--- src/design/assert_macros.svh ---
// ----------------------------------------------------------------------------
// Assertion macros
// Shorthand for the concurrent checks used across the fade interpolator.
// ----------------------------------------------------------------------------
`ifndef ASSERT_MACROS_SVH
`define ASSERT_MACROS_SVH

// Same-cycle implication, disabled while reset is asserted
`define PFI_ASSERT_IMPL(label, clk, rst_n, ante, cons, msg) \
  label: assert property (@(posedge clk) disable iff (!rst_n) (ante) |-> (cons)) \
    else $error(msg);

// Next-cycle implication, disabled while reset is asserted
`define PFI_ASSERT_NEXT(label, clk, rst_n, ante, cons, msg) \
  label: assert property (@(posedge clk) disable iff (!rst_n) (ante) |=> (cons)) \
    else $error(msg);

`endif

--- src/design/pfi_pkg.sv ---
// ----------------------------------------------------------------------------
// pfi_pkg
// Types, register codes and helper functions of the palette fade interpolator.
// ----------------------------------------------------------------------------
package pfi_pkg;

  localparam int COMP_W     = 8;
  localparam int FADE_W     = 6;
  localparam int NUM_COMP   = 3;
  localparam int CFG_IDX_W  = 3;
  localparam int CFG_DATA_W = 8;
  // Quotient bits resolved per divider stage, and stages needed for a full byte
  localparam int DIV_BITS   = 2;
  localparam int DIV_STAGES = COMP_W / DIV_BITS;

  typedef enum logic [CFG_IDX_W-1:0] {
    REG_FADE_MODE   = 3'd0,
    REG_FIRST_ENTRY = 3'd1,
    REG_LAST_ENTRY  = 3'd2,
    REG_FADE_STEPS  = 3'd3,
    REG_FADE_RED    = 3'd4,
    REG_FADE_GREEN  = 3'd5,
    REG_FADE_BLUE   = 3'd6
  } pfi_reg_t;

  typedef struct packed {
    logic                                mode;
    logic [COMP_W-1:0]                   first;
    logic [COMP_W-1:0]                   last;
    logic [COMP_W-1:0]                   steps;
    logic [NUM_COMP-1:0][FADE_W-1:0]     fade;
  } pfi_cfg_t;

  typedef struct packed {
    logic [COMP_W-1:0]                   idx;
    logic [COMP_W-1:0]                   step;
    logic [NUM_COMP-1:0][COMP_W-1:0]     cur;
    logic [NUM_COMP-1:0][COMP_W-1:0]     goal;
  } pfi_in_t;

  // One colour component on its way through multiplier and divider.
  // rem/low hold the running dividend; low fills up with quotient bits.
  typedef struct packed {
    logic [COMP_W-1:0] cur;
    logic [COMP_W-1:0] goal;
    logic              up;
    logic [COMP_W-1:0] rem;
    logic [COMP_W-1:0] low;
  } pfi_lane_t;

  typedef struct packed {
    logic [COMP_W-1:0]         idx;
    logic [COMP_W-1:0]         step;
    logic                      fin;
    logic                      in_range;
    pfi_lane_t [NUM_COMP-1:0]  lane;
  } pfi_item_t;

  // c*255/63 = 4c + floor(c/21) for c in 0..63
  function automatic logic [COMP_W-1:0] expand6(input logic [FADE_W-1:0] c);
    logic [1:0] q;
    begin
      if (c >= 6'd63) begin
        q = 2'd3;
      end else if (c >= 6'd42) begin
        q = 2'd2;
      end else if (c >= 6'd21) begin
        q = 2'd1;
      end else begin
        q = 2'd0;
      end
      expand6 = {c, 2'b00} + {6'd0, q};
    end
  endfunction

endpackage

--- src/design/pfi_if.sv ---
// ----------------------------------------------------------------------------
// pfi_in_if / pfi_out_if
// Valid/ready channels carrying palette entries in and faded entries out.
// ----------------------------------------------------------------------------
interface pfi_in_if;
  logic       valid;
  logic       ready;
  logic [7:0] entry_index;
  logic [7:0] step_index;
  logic [7:0] cur_red;
  logic [7:0] cur_green;
  logic [7:0] cur_blue;
  logic [7:0] goal_red;
  logic [7:0] goal_green;
  logic [7:0] goal_blue;

  modport source (
    output valid, entry_index, step_index, cur_red, cur_green, cur_blue,
           goal_red, goal_green, goal_blue,
    input  ready
  );
  modport sink (
    input  valid, entry_index, step_index, cur_red, cur_green, cur_blue,
           goal_red, goal_green, goal_blue,
    output ready
  );
endinterface

interface pfi_out_if;
  logic       valid;
  logic       ready;
  logic [7:0] out_index;
  logic [7:0] out_red;
  logic [7:0] out_green;
  logic [7:0] out_blue;

  modport source (
    output valid, out_index, out_red, out_green, out_blue,
    input  ready
  );
  modport sink (
    input  valid, out_index, out_red, out_green, out_blue,
    output ready
  );
endinterface

--- src/design/pfi_prep.sv ---
// ----------------------------------------------------------------------------
// pfi_prep
// Front two stages: goal select, range test and difference, then the multiply.
// ----------------------------------------------------------------------------
module pfi_prep import pfi_pkg::*; #(
  parameter int PALETTE_ENTRIES = 256
) (
  input  logic      clk,
  input  logic      rst_n,
  input  logic      adv,
  input  logic      in_valid,
  input  pfi_in_t   in_item,
  input  pfi_cfg_t  cfg,
  output logic      v_out,
  output pfi_item_t item_out
);

  logic      v1_r;
  logic      v2_r;
  pfi_item_t s1_r;
  pfi_item_t s1_nxt;
  pfi_item_t s2_r;
  pfi_item_t s2_nxt;

  // Stage 1: pick the goal and form |goal - cur| per component
  always_comb begin
    logic [COMP_W-1:0] g;
    logic [COMP_W-1:0] c;
    s1_nxt          = '0;
    s1_nxt.idx      = in_item.idx;
    s1_nxt.step     = in_item.step;
    s1_nxt.fin      = (in_item.step >= cfg.steps);
    s1_nxt.in_range = (in_item.idx >= cfg.first) && (in_item.idx <= cfg.last) &&
                      (int'(in_item.idx) < PALETTE_ENTRIES);
    for (int k = 0; k < NUM_COMP; k++) begin
      c = in_item.cur[k];
      g = cfg.mode ? in_item.goal[k] : expand6(cfg.fade[k]);
      s1_nxt.lane[k].cur  = c;
      s1_nxt.lane[k].goal = g;
      s1_nxt.lane[k].up   = (g >= c);
      s1_nxt.lane[k].low  = (g >= c) ? (g - c) : (c - g);
      s1_nxt.lane[k].rem  = '0;
    end
  end

  // Stage 2: difference times step, split into the divider's rem/low halves
  always_comb begin
    logic [2*COMP_W-1:0] prod;
    s2_nxt = s1_r;
    for (int k = 0; k < NUM_COMP; k++) begin
      prod = {{COMP_W{1'b0}}, s1_r.lane[k].low} * {{COMP_W{1'b0}}, s1_r.step};
      s2_nxt.lane[k].rem = prod[2*COMP_W-1:COMP_W];
      s2_nxt.lane[k].low = prod[COMP_W-1:0];
    end
  end

  always_ff @(posedge clk) begin
    if (!rst_n) begin
      v1_r <= 1'b0;
      v2_r <= 1'b0;
    end else if (adv) begin
      v1_r <= in_valid;
      v2_r <= v1_r;
    end
  end

  always_ff @(posedge clk) begin
    if (adv) begin
      s1_r <= s1_nxt;
      s2_r <= s2_nxt;
    end
  end

  assign v_out    = v2_r;
  assign item_out = s2_r;

endmodule

--- src/design/pfi_div_stage.sv ---
// ----------------------------------------------------------------------------
// pfi_div_stage
// One stage of the restoring divider: resolves DIV_BITS quotient bits per lane.
// ----------------------------------------------------------------------------
`include "assert_macros.svh"

module pfi_div_stage import pfi_pkg::*; (
  input  logic              clk,
  input  logic              rst_n,
  input  logic              adv,
  input  logic [COMP_W-1:0] steps,
  input  logic              v_in,
  input  pfi_item_t         item_in,
  output logic              v_out,
  output pfi_item_t         item_out
);

  logic      v_r;
  pfi_item_t item_r;
  pfi_item_t item_nxt;

  // Per lane and per quotient bit: shift one dividend bit into the remainder, subtract the divisor if it fits
  always_comb begin
    logic [COMP_W-1:0] rem;
    logic [COMP_W-1:0] low;
    logic [COMP_W:0]   t;
    logic              q;
    item_nxt = item_in;
    for (int k = 0; k < NUM_COMP; k++) begin
      rem = item_in.lane[k].rem;
      low = item_in.lane[k].low;
      for (int b = 0; b < DIV_BITS; b++) begin
        t = {rem, low[COMP_W-1]};
        if (t >= {1'b0, steps}) begin
          rem = COMP_W'(t - {1'b0, steps});
          q   = 1'b1;
        end else begin
          rem = t[COMP_W-1:0];
          q   = 1'b0;
        end
        low = {low[COMP_W-2:0], q};
      end
      item_nxt.lane[k].rem = rem;
      item_nxt.lane[k].low = low;
    end
  end

  always_ff @(posedge clk) begin
    if (!rst_n) begin
      v_r <= 1'b0;
    end else if (adv) begin
      v_r <= v_in;
    end
  end

  always_ff @(posedge clk) begin
    if (adv) begin
      item_r <= item_nxt;
    end
  end

  assign v_out    = v_r;
  assign item_out = item_r;

  // On intermediate frames the partial remainder stays below the divisor
  `PFI_ASSERT_IMPL(a_rem_below_steps, clk, rst_n, v_r && !item_r.fin, (item_r.lane[0].rem < steps) && (item_r.lane[1].rem < steps) && (item_r.lane[2].rem < steps), "divider remainder not below fade_steps")
  `PFI_ASSERT_NEXT(a_hold_on_stall, clk, rst_n, !adv, $stable(v_r), "divider stage valid changed during stall")

endmodule

--- src/design/palette_fade_interpolator.sv ---
// ----------------------------------------------------------------------------
// palette_fade_interpolator
// Computes one faded palette entry per input item.
// ----------------------------------------------------------------------------
// Usage: palette entries arrive on in_ch (index, frame number, current colour
// and, for fade-in, goal colour); the faded entry leaves on out_ch with its
// index. Both channels are valid/ready; an item moves when both are high.
// Registers are written through cfg_we/cfg_index/cfg_data, one per cycle;
// the user must write them only while no item is in flight (not enforced).
// Pipeline registers from acceptance to out_ch.valid, in order:
// goal/difference stage, multiply stage, four divider stages of two quotient
// bits each, and the output register.
// Throughput: one item per cycle while the receiver does not stall out_ch.
// Reset (synchronous, rst_n low) empties the pipeline and loads the register
// defaults: fade out to black over 30 frames across all entries.
// When the receiver holds out_ch.ready low with a result waiting, the whole
// pipeline freezes and in_ch.ready drops; nothing is lost or repeated.
// ----------------------------------------------------------------------------
`include "assert_macros.svh"

module palette_fade_interpolator import pfi_pkg::*; #(
  parameter int PALETTE_ENTRIES = 256
) (
  input  logic                   clk,
  input  logic                   rst_n,
  pfi_in_if.sink                 in_ch,
  pfi_out_if.source              out_ch,
  input  logic                   cfg_we,
  input  logic [CFG_IDX_W-1:0]   cfg_index,
  input  logic [CFG_DATA_W-1:0]  cfg_data
);

  pfi_cfg_t  cfg_r;
  pfi_cfg_t  cfg_nxt;
  logic      adv;
  pfi_in_t   in_item;
  logic      d_v    [DIV_STAGES+1];
  pfi_item_t d_item [DIV_STAGES+1];

  logic                            out_valid_r;
  logic [COMP_W-1:0]               out_idx_r;
  logic [NUM_COMP-1:0][COMP_W-1:0] out_rgb_r;
  logic [NUM_COMP-1:0][COMP_W-1:0] out_rgb_nxt;

  // Configuration registers
  always_comb begin
    cfg_nxt = cfg_r;
    if (cfg_we) begin
      case (pfi_reg_t'(cfg_index))
        REG_FADE_MODE:   cfg_nxt.mode    = cfg_data[0];
        REG_FIRST_ENTRY: cfg_nxt.first   = cfg_data[COMP_W-1:0];
        REG_LAST_ENTRY:  cfg_nxt.last    = cfg_data[COMP_W-1:0];
        REG_FADE_STEPS:  cfg_nxt.steps   = cfg_data[COMP_W-1:0];
        REG_FADE_RED:    cfg_nxt.fade[0] = cfg_data[FADE_W-1:0];
        REG_FADE_GREEN:  cfg_nxt.fade[1] = cfg_data[FADE_W-1:0];
        REG_FADE_BLUE:   cfg_nxt.fade[2] = cfg_data[FADE_W-1:0];
        default: ;
      endcase
    end
  end

  always_ff @(posedge clk) begin
    if (!rst_n) begin
      cfg_r.mode  <= 1'b0;
      cfg_r.first <= 8'd0;
      cfg_r.last  <= 8'd255;
      cfg_r.steps <= 8'd30;
      cfg_r.fade  <= '0;
    end else begin
      cfg_r <= cfg_nxt;
    end
  end

  // Advance everything unless a finished result is held by the receiver
  assign adv         = !out_valid_r || out_ch.ready;
  assign in_ch.ready = adv;

  always_comb begin
    in_item.idx     = in_ch.entry_index;
    in_item.step    = in_ch.step_index;
    in_item.cur[0]  = in_ch.cur_red;
    in_item.cur[1]  = in_ch.cur_green;
    in_item.cur[2]  = in_ch.cur_blue;
    in_item.goal[0] = in_ch.goal_red;
    in_item.goal[1] = in_ch.goal_green;
    in_item.goal[2] = in_ch.goal_blue;
  end

  pfi_prep #(
    .PALETTE_ENTRIES (PALETTE_ENTRIES)
  ) u_prep (
    .clk      (clk),
    .rst_n    (rst_n),
    .adv      (adv),
    .in_valid (in_ch.valid),
    .in_item  (in_item),
    .cfg      (cfg_r),
    .v_out    (d_v[0]),
    .item_out (d_item[0])
  );

  for (genvar s = 0; s < DIV_STAGES; s++) begin : g_div
    pfi_div_stage u_div (
      .clk      (clk),
      .rst_n    (rst_n),
      .adv      (adv),
      .steps    (cfg_r.steps),
      .v_in     (d_v[s]),
      .item_in  (d_item[s]),
      .v_out    (d_v[s+1]),
      .item_out (d_item[s+1])
    );
  end

  // Final frame or later gives the goal; inside the range apply the signed step, else keep cur
  always_comb begin
    pfi_lane_t ln;
    for (int k = 0; k < NUM_COMP; k++) begin
      ln = d_item[DIV_STAGES].lane[k];
      if (d_item[DIV_STAGES].fin) begin
        out_rgb_nxt[k] = ln.goal;
      end else if (d_item[DIV_STAGES].in_range) begin
        out_rgb_nxt[k] = ln.up ? (ln.cur + ln.low) : (ln.cur - ln.low);
      end else begin
        out_rgb_nxt[k] = ln.cur;
      end
    end
  end

  always_ff @(posedge clk) begin
    if (!rst_n) begin
      out_valid_r <= 1'b0;
    end else if (adv) begin
      out_valid_r <= d_v[DIV_STAGES];
    end
  end

  always_ff @(posedge clk) begin
    if (adv && d_v[DIV_STAGES]) begin
      out_idx_r <= d_item[DIV_STAGES].idx;
      out_rgb_r <= out_rgb_nxt;
    end
  end

  assign out_ch.valid     = out_valid_r;
  assign out_ch.out_index = out_idx_r;
  assign out_ch.out_red   = out_rgb_r[0];
  assign out_ch.out_green = out_rgb_r[1];
  assign out_ch.out_blue  = out_rgb_r[2];

  `PFI_ASSERT_IMPL(a_stall_blocks_input, clk, rst_n, out_valid_r && !out_ch.ready, !in_ch.ready, "input accepted while output stalled")

endmodule

--- src/flat_wrapper.sv ---
// flat-port wrapper written by rule: the top's interface ports become plain ports
module palette_fade_interpolator_flat import pfi_pkg::*;
#(
  parameter int PALETTE_ENTRIES = 256
)
  (clk, rst_n, cfg_we, cfg_index, cfg_data, in_ch_valid, in_ch_entry_index, in_ch_step_index, in_ch_cur_red, in_ch_cur_green, in_ch_cur_blue, in_ch_goal_red, in_ch_goal_green, in_ch_goal_blue, in_ch_ready, out_ch_valid, out_ch_out_index, out_ch_out_red, out_ch_out_green, out_ch_out_blue, out_ch_ready);
  pfi_in_if in_ch_i ();
  pfi_out_if out_ch_i ();
  input  logic clk;
  input  logic rst_n;
  input  logic cfg_we;
  input  logic [CFG_IDX_W-1:0] cfg_index;
  input  logic [CFG_DATA_W-1:0] cfg_data;
  input wire logic [$bits(in_ch_i.valid)-1:0] in_ch_valid;
  input wire logic [$bits(in_ch_i.entry_index)-1:0] in_ch_entry_index;
  input wire logic [$bits(in_ch_i.step_index)-1:0] in_ch_step_index;
  input wire logic [$bits(in_ch_i.cur_red)-1:0] in_ch_cur_red;
  input wire logic [$bits(in_ch_i.cur_green)-1:0] in_ch_cur_green;
  input wire logic [$bits(in_ch_i.cur_blue)-1:0] in_ch_cur_blue;
  input wire logic [$bits(in_ch_i.goal_red)-1:0] in_ch_goal_red;
  input wire logic [$bits(in_ch_i.goal_green)-1:0] in_ch_goal_green;
  input wire logic [$bits(in_ch_i.goal_blue)-1:0] in_ch_goal_blue;
  output wire logic [$bits(in_ch_i.ready)-1:0] in_ch_ready;
  output wire logic [$bits(out_ch_i.valid)-1:0] out_ch_valid;
  output wire logic [$bits(out_ch_i.out_index)-1:0] out_ch_out_index;
  output wire logic [$bits(out_ch_i.out_red)-1:0] out_ch_out_red;
  output wire logic [$bits(out_ch_i.out_green)-1:0] out_ch_out_green;
  output wire logic [$bits(out_ch_i.out_blue)-1:0] out_ch_out_blue;
  input wire logic [$bits(out_ch_i.ready)-1:0] out_ch_ready;
  assign in_ch_i.valid = in_ch_valid;
  assign in_ch_i.entry_index = in_ch_entry_index;
  assign in_ch_i.step_index = in_ch_step_index;
  assign in_ch_i.cur_red = in_ch_cur_red;
  assign in_ch_i.cur_green = in_ch_cur_green;
  assign in_ch_i.cur_blue = in_ch_cur_blue;
  assign in_ch_i.goal_red = in_ch_goal_red;
  assign in_ch_i.goal_green = in_ch_goal_green;
  assign in_ch_i.goal_blue = in_ch_goal_blue;
  assign in_ch_ready = in_ch_i.ready;
  assign out_ch_valid = out_ch_i.valid;
  assign out_ch_out_index = out_ch_i.out_index;
  assign out_ch_out_red = out_ch_i.out_red;
  assign out_ch_out_green = out_ch_i.out_green;
  assign out_ch_out_blue = out_ch_i.out_blue;
  assign out_ch_i.ready = out_ch_ready;
  palette_fade_interpolator #(.PALETTE_ENTRIES(PALETTE_ENTRIES)) u_core (.clk(clk), .rst_n(rst_n), .in_ch(in_ch_i), .out_ch(out_ch_i), .cfg_we(cfg_we), .cfg_index(cfg_index), .cfg_data(cfg_data));
endmodule
--- config.mk ---
export PLATFORM = sky130hd
export DESIGN_NAME = palette_fade_interpolator_flat
export DESIGN_NICKNAME = d
export VERILOG_FILES = /design/src/design/pfi_pkg.sv /design/src/design/pfi_if.sv /design/src/design/pfi_prep.sv /design/src/design/pfi_div_stage.sv /design/src/design/palette_fade_interpolator.sv /design/src/flat_wrapper.sv
export VERILOG_INCLUDE_DIRS = /design/src /design/src/design
export SDC_FILE = /design/constraint.sdc
export NUM_CORES = 2
export LEC_CHECK = 0
export BUFFER_PORTS_ARGS = -buffer_cell sky130_fd_sc_hd__buf_2
export CORE_ASPECT_RATIO = 1.4
export CORE_MARGIN = 4
export CORE_UTILIZATION = 45
export CTS_CLUSTER_SIZE = 8
export DETAILED_ROUTE_END_ITERATION = 7
export PLACE_DENSITY = 0.62
export SLEW_MARGIN = 10
export SYNTH_ARGS = -nofsm -noshare
export SYNTH_HDL_FRONTEND = slang
export SYNTH_SLANG_ARGS = --single-unit
--- constraint.sdc ---
create_clock -name clk -period 36.3 [get_ports clk]
set_clock_uncertainty 0.05 [all_clocks]
set_input_delay 5.445 -clock clk [delete_from_list [all_inputs] [get_ports clk]]
set_output_delay 5.445 -clock clk [all_outputs]
set_load 0.01 [all_outputs]
* Yosys cells after proc, flatten, opt, wreduce, memory -nomap -nowiden
Index checks and enable logic that the tools add are counted.
** Storage, ports and cells
- Output and inout port bits :: 34
- Bits of input ports :: 80
- Bits in registers :: 696
** Operators by class
- Order comparisons :: 39
- Reduce and logical (&&, ||, !) cells :: 12
- Multipliers :: 3
- Add/subtract/negate cells :: 36
- Mux-type cells :: 69
- Equal/unequal tests :: 6
** Operators with widths (number)
- 8-bit 2-to-1 mux :: 36
- 8-bit subtractor :: 30
- 9-bit by 8-bit >= comparator with 1-bit output :: 24
- 8-bit by 8-bit multiplier with 16-bit output :: 3
- 8-bit >= comparator :: 5
- 6-bit >= comparator, second input constant :: 6
- 1-bit 2-to-1 mux :: 27
- 8-bit by 2-bit adder with 8-bit output :: 3
- 8-bit adder :: 3
- 6-bit by 5-bit >= comparator with 1-bit output, second input constant :: 3
- 2-bit AND reduction :: 7
- 2-bit 2-to-1 mux :: 6
- 3-bit equality test, second input constant :: 3
- 8-bit less-or-equal comparator :: 1
- 3-bit by 2-bit equality test with 1-bit output, second input constant :: 2
- 3-bit by 1-bit equality test with 1-bit output, second input constant :: 1
- 3-bit zero test :: 1
- 1-bit logical AND :: 2
- 1-bit zero test :: 1
- 1-bit logical OR :: 1

* Logic depth before layout (Yosys ltp)
- Word-level depth :: 8
- Mapped depth :: 20
- Mapped depth without buffers :: 19

* Hierarchy
From an unflattened synthesis, not the netlist that was laid out.
** Unflattened totals
- Cell total of the unflattened synthesis :: 3640
- Area total of the unflattened synthesis :: 44750.4 um^2
** Modules (own cells, without submodules)
- pfi_div_stage (u_core.g_div[0].u_div ...) :: times used 3, area each 6164.7 um^2, cells each 457
- pfi_prep :: times used 1, area each 15549.9 um^2, cells each 1356
- pfi_div_stage (u_core.g_div[2].u_div) :: times used 1, area each 6287.3 um^2, cells each 468
- palette_fade_interpolator :: times used 1, area each 4419.2 um^2, cells each 445

* Worst setup path before layout
Ideal clock, no wire load.
- Kind :: input -> output
- From :: input out_ch_ready
- To :: output in_ch_ready
- Data required time :: 30.805 ns
- Path buffers :: 1
- Data arrival time :: 17.022 ns
- Stages :: 3
- Setup slack :: 13.783 ns
- Path through :: nor2b_1 > clkbuf_1 > clkinv_1
** Between the ends
- Cells in the longest elaborated chain, start to end :: 1
** RTL lines
- start, declared :: RTL line flat_wrapper.sv:29 : input wire logic [$bits(out_ch_i.ready)-1:0] out_ch_ready;
- 1-bit logical OR :: RTL line palette_fade_interpolator.sv:75 : assign adv = !out_valid_r || out_ch.ready;
- end, declared :: RTL line flat_wrapper.sv:23 : output wire logic [$bits(in_ch_i.ready)-1:0] in_ch_ready;
Every way passes these cells.

* Final worst setup path
Same ends and word-level chain as after synthesis.

==> results.cfg <==
[outcome]
status = finished clean

[pwr]
p_clk_frac = 0.202
p_leak_nw = 19.5
seq_power_share = 0.301
p_sw_w = 0.00146
p_int_w = 0.00259
finalPower_w = 0.00405
ir_worst_vdd_mv = 0.0453
pwr-share-comb = 0.497
power_density_nw_per_um2 = 87.9
sw_frac_of_total = 0.360

[routing]
viasPerCell = 5.28
drtAntennaViolNets = 0
vias = 25200
first_iter_violations = 1136
wl_per_cell_um = 17.8
drt_wl_total_um = 85200
drc_errors = 0
firstDrtPassIters = 5

[yosys]
synthCells = 3355
synth_top_family_by_area = adder cells
ys_warn_count = 0
synth_xor_area_frac = 0.0353
synth_edf_count = 646
syn-num-nets = 3966
async_flop_share = 0
synth_adder_area_share = 0.186
synth.area.top_cells = edfxtp_1 47%, ha_1 12%, fa_1 6.7%, mux2_2 3.3%, inv_1 3.1%
seq_area_frac_synth = 0.495
synth_top_area_frac = 0.471
yosys.area.top_type = edfxtp_1
netlist_area_um2 = 41200
yosys.area_share.simple = 0.0933
synth_compound_area_frac = 0.0974
yosysUniqueCellTypes = 67
synth_mux_area_frac = 0.0564
ys_ff_latch = 696
synth_ff_type = edfxtp_1
syn_area_per_cell_um2 = 12.3

[sta]
worst_pin_slew_ns = 1.15
setup_viol_count_final = 0
rsz0062_at_grt = false
max_slew_margin = 0.225
final.setup.tns_ns = 0
fin_ws_ns = 23.95
finalHoldViolCount = 0
drv_slew = 0
fmax_mhz = 81.0
period_share = 0.340
fin_crit_ns = 12.35

[global_routing]
antenna_found_initial = 6
grt_pass1_vias = 26000
grt_pass1_wl_um = 137000
overflow = 0
grt_usage = 0.177
grt_max_degree = 199

[clocking]
cts_tree = done
numCtsBuffers = 97
htree_levels = 3
cts_setup_buffers = 0
clkLatencyLatePin_ns = 0.68
cts_sinks = 696
hold_buffers = 0
clk_path_buf_depth = 3
clk_pin_slew_worst_paths_ns = 0.05
root_buffer = clkbuf_16
post_cts_resized = 0

[placement]
gp_congestion = 0.836
post-place-ws_ns = 23.95
post_dp_cell_area_um2 = 43300
numPortBuffers = 113
hpwl_um = 62600

[finish]
n_fill_cell = 7970
final_cell_mix = 646 x edfxtp_1, 393 x ha_1, 336 x inv_1
seqCellArea_um2 = 20400
nets = 4152
final_common_cell = edfxtp_1
layout-drive-gt1-share = 0.112
multi_input_area_um2 = 19300
final_area_um2 = 46000
synthToLayoutAreaGrowth_pct = 11.7

[floorplan]
fp.dieH_um = 366
io_pins = 114
initial_core_util = 0.453
dieArea_um2 = 96500
row_count = 131
core_um2 = 91000
die_x_um = 264

[min_path]
hold_class = reg2reg

[worst_setup_path]
crit_path_max_fanout = 76
r2r_start = u_core.cfg_r[19]$_SDFFE_PN1P_
worst_setup_path_end_kind = output port
start_kind = input port
cp.required_ns = 30.80
cp-startpoint = out_ch_ready
cp.arrival_ns = 6.86
ff2ff_setup_slack_ns = 29.97
crit_type = in2out
crit_end = in_ch_ready
reg2regPathDepth = 18
r2r-end = u_core.g_div[0].u_div.item_out[12]$_DFFE_PN_

[flow_run]
maxCapViolations = 0
## layer usage
layer | up-vias | wire (um) | GRT usage
met5 | - | 26 | 0
met4 | 4 | 2520 | 0.0598
met3 | 136 | 2510 | 0.0269
met2 | 339 | 45600 | 0.332
met1 | 12300 | 34500 | 0.204
li1 | 12500 | - | -
## how the worst min path moves through the flow
stage                                                 start                                       endpoint  slack [ns]  depth (start not counted)
5_1_grt        u_core.g_div[2].u_div.item_out[98]$_DFFE_PN_   u_core.g_div[3].u_div.item_out[98]$_DFFE_PN_        0.33                          0
3_3_place_gp               u_core.u_prep.s1_r[99]$_DFFE_PN_           u_core.u_prep.item_out[99]$_DFFE_PN_        0.35                          0
4_1_cts        u_core.g_div[0].u_div.item_out[33]$_DFFE_PN_   u_core.g_div[1].u_div.item_out[35]$_DFFE_PN_        0.33                          0
2_1_floorplan         u_core.u_prep.item_out[100]$_DFFE_PN_  u_core.g_div[0].u_div.item_out[100]$_DFFE_PN_        0.35                          0
6_report       u_core.g_div[0].u_div.item_out[33]$_DFFE_PN_   u_core.g_div[1].u_div.item_out[35]$_DFFE_PN_        0.34                          0
3_5_place_dp           u_core.u_prep.item_out[23]$_DFFE_PN_   u_core.g_div[0].u_div.item_out[23]$_DFFE_PN_        0.35                          0
## cell usage after synthesis (all sizes together), types with 8 or more instances
| library cell | number |
|---|---|
| nor2b | 61 |
| a31oi | 16 |
| buf | 11 |
| o21a | 54 |
| o31a | 19 |
| a2111oi | 8 |
| a21oi | 160 |
| o211ai | 25 |
| inv | 337 |
| o21ai | 113 |
| nor2 | 163 |
| nand3 | 20 |
| xnor2 | 128 |
| mux2 | 121 |
| mux2i | 95 |
| edfxtp | 646 |
| and4 | 8 |
| nand4 | 33 |
| o22ai | 9 |
| o31ai | 11 |
| nand2b | 30 |
| a21boi | 22 |
| a221oi | 16 |
| and2 | 165 |
| a221o | 14 |
| ha | 393 |
| nor3 | 44 |
| fa | 138 |
| clkbuf | 41 |
| a211oi | 23 |
| or2 | 21 |
| nand2 | 166 |
| dfxtp | 50 |
| a21o | 58 |
| xor2 | 38 |
| and3 | 15 |
| o21bai | 24 |
| o41ai | 9 |
| or3 | 9 |
## registers in the layout (all words and copies together) (netlist names)
register,cells
u_core.cfg_r,43
u_core.g_div.u_div.item_out,412
u_core.g_div.u_div.v_out,4
u_core.out_ch.out_blue,8
u_core.out_ch.out_green,8
u_core.out_ch.out_index,8
u_core.out_ch.out_red,8
u_core.out_ch.valid,1
u_core.u_prep.item_out,109
u_core.u_prep.s1_r,93
u_core.u_prep.v1_r,1
u_core.u_prep.v_out,1
## critical path, cell delays in order
cell	delay, ns
buf_2	0.10
nor2b_1	0.60
inv_8	0.38
buf_2	0.28
## logic make-up (layout without fill, tap and decap cells)
kind of cell / Yosys count / count (layout)
adders and majority gates: 531 / 531
and+or+nand+nor: 752 / 752
muxes: 216 / 216
other: 0 / 3
xor gates and xnor gates: 166 / 166
DFF: 696 / 696
AOI/OAI and AO/OA: 604 / 604
buffers and inverters: 390 / 619
## layout make-up
type / instances / area share
sequential: 696 / 0.443
multi-input combinational: 2269 / 0.420
antenna: 3 / 0.000163
clock buffer: 134 / 0.0560
inverter: 338 / 0.0277
timing repair buffer: 139 / 0.0168
tap: 1197 / 0.0325
clock inverter: 8 / 0.00400
## metrics by stage
| stage | hold slack (ns) | utilization | std cells |
|---|---|---|---|
| 3_5_place_dp | 0.355 | 0.476 | 4639 |
| 5_1_grt | 0.333 | 0.506 | 4782 |
| 3_3_place_gp | 0.350 | 0.476 | 4639 |
| 6_report | 0.338 | 0.506 | 4784 |
| 2_1_floorplan | 0.350 | - | 3355 |
| 4_1_cts | 0.334 | 0.506 | 4781 |
## power by group through the flow
stage          clock, W  combinational, W  sequential, W
2_1_floorplan         0           0.00163        0.00119
3_3_place_gp          0           0.00199        0.00123
3_5_place_dp          0           0.00201        0.00123
4_1_cts        0.000844           0.00203        0.00122
5_1_grt        0.000879           0.00227        0.00123
6_report       0.000817           0.00201        0.00122
No activity file was read; power rests on OpenSTA's default activity.
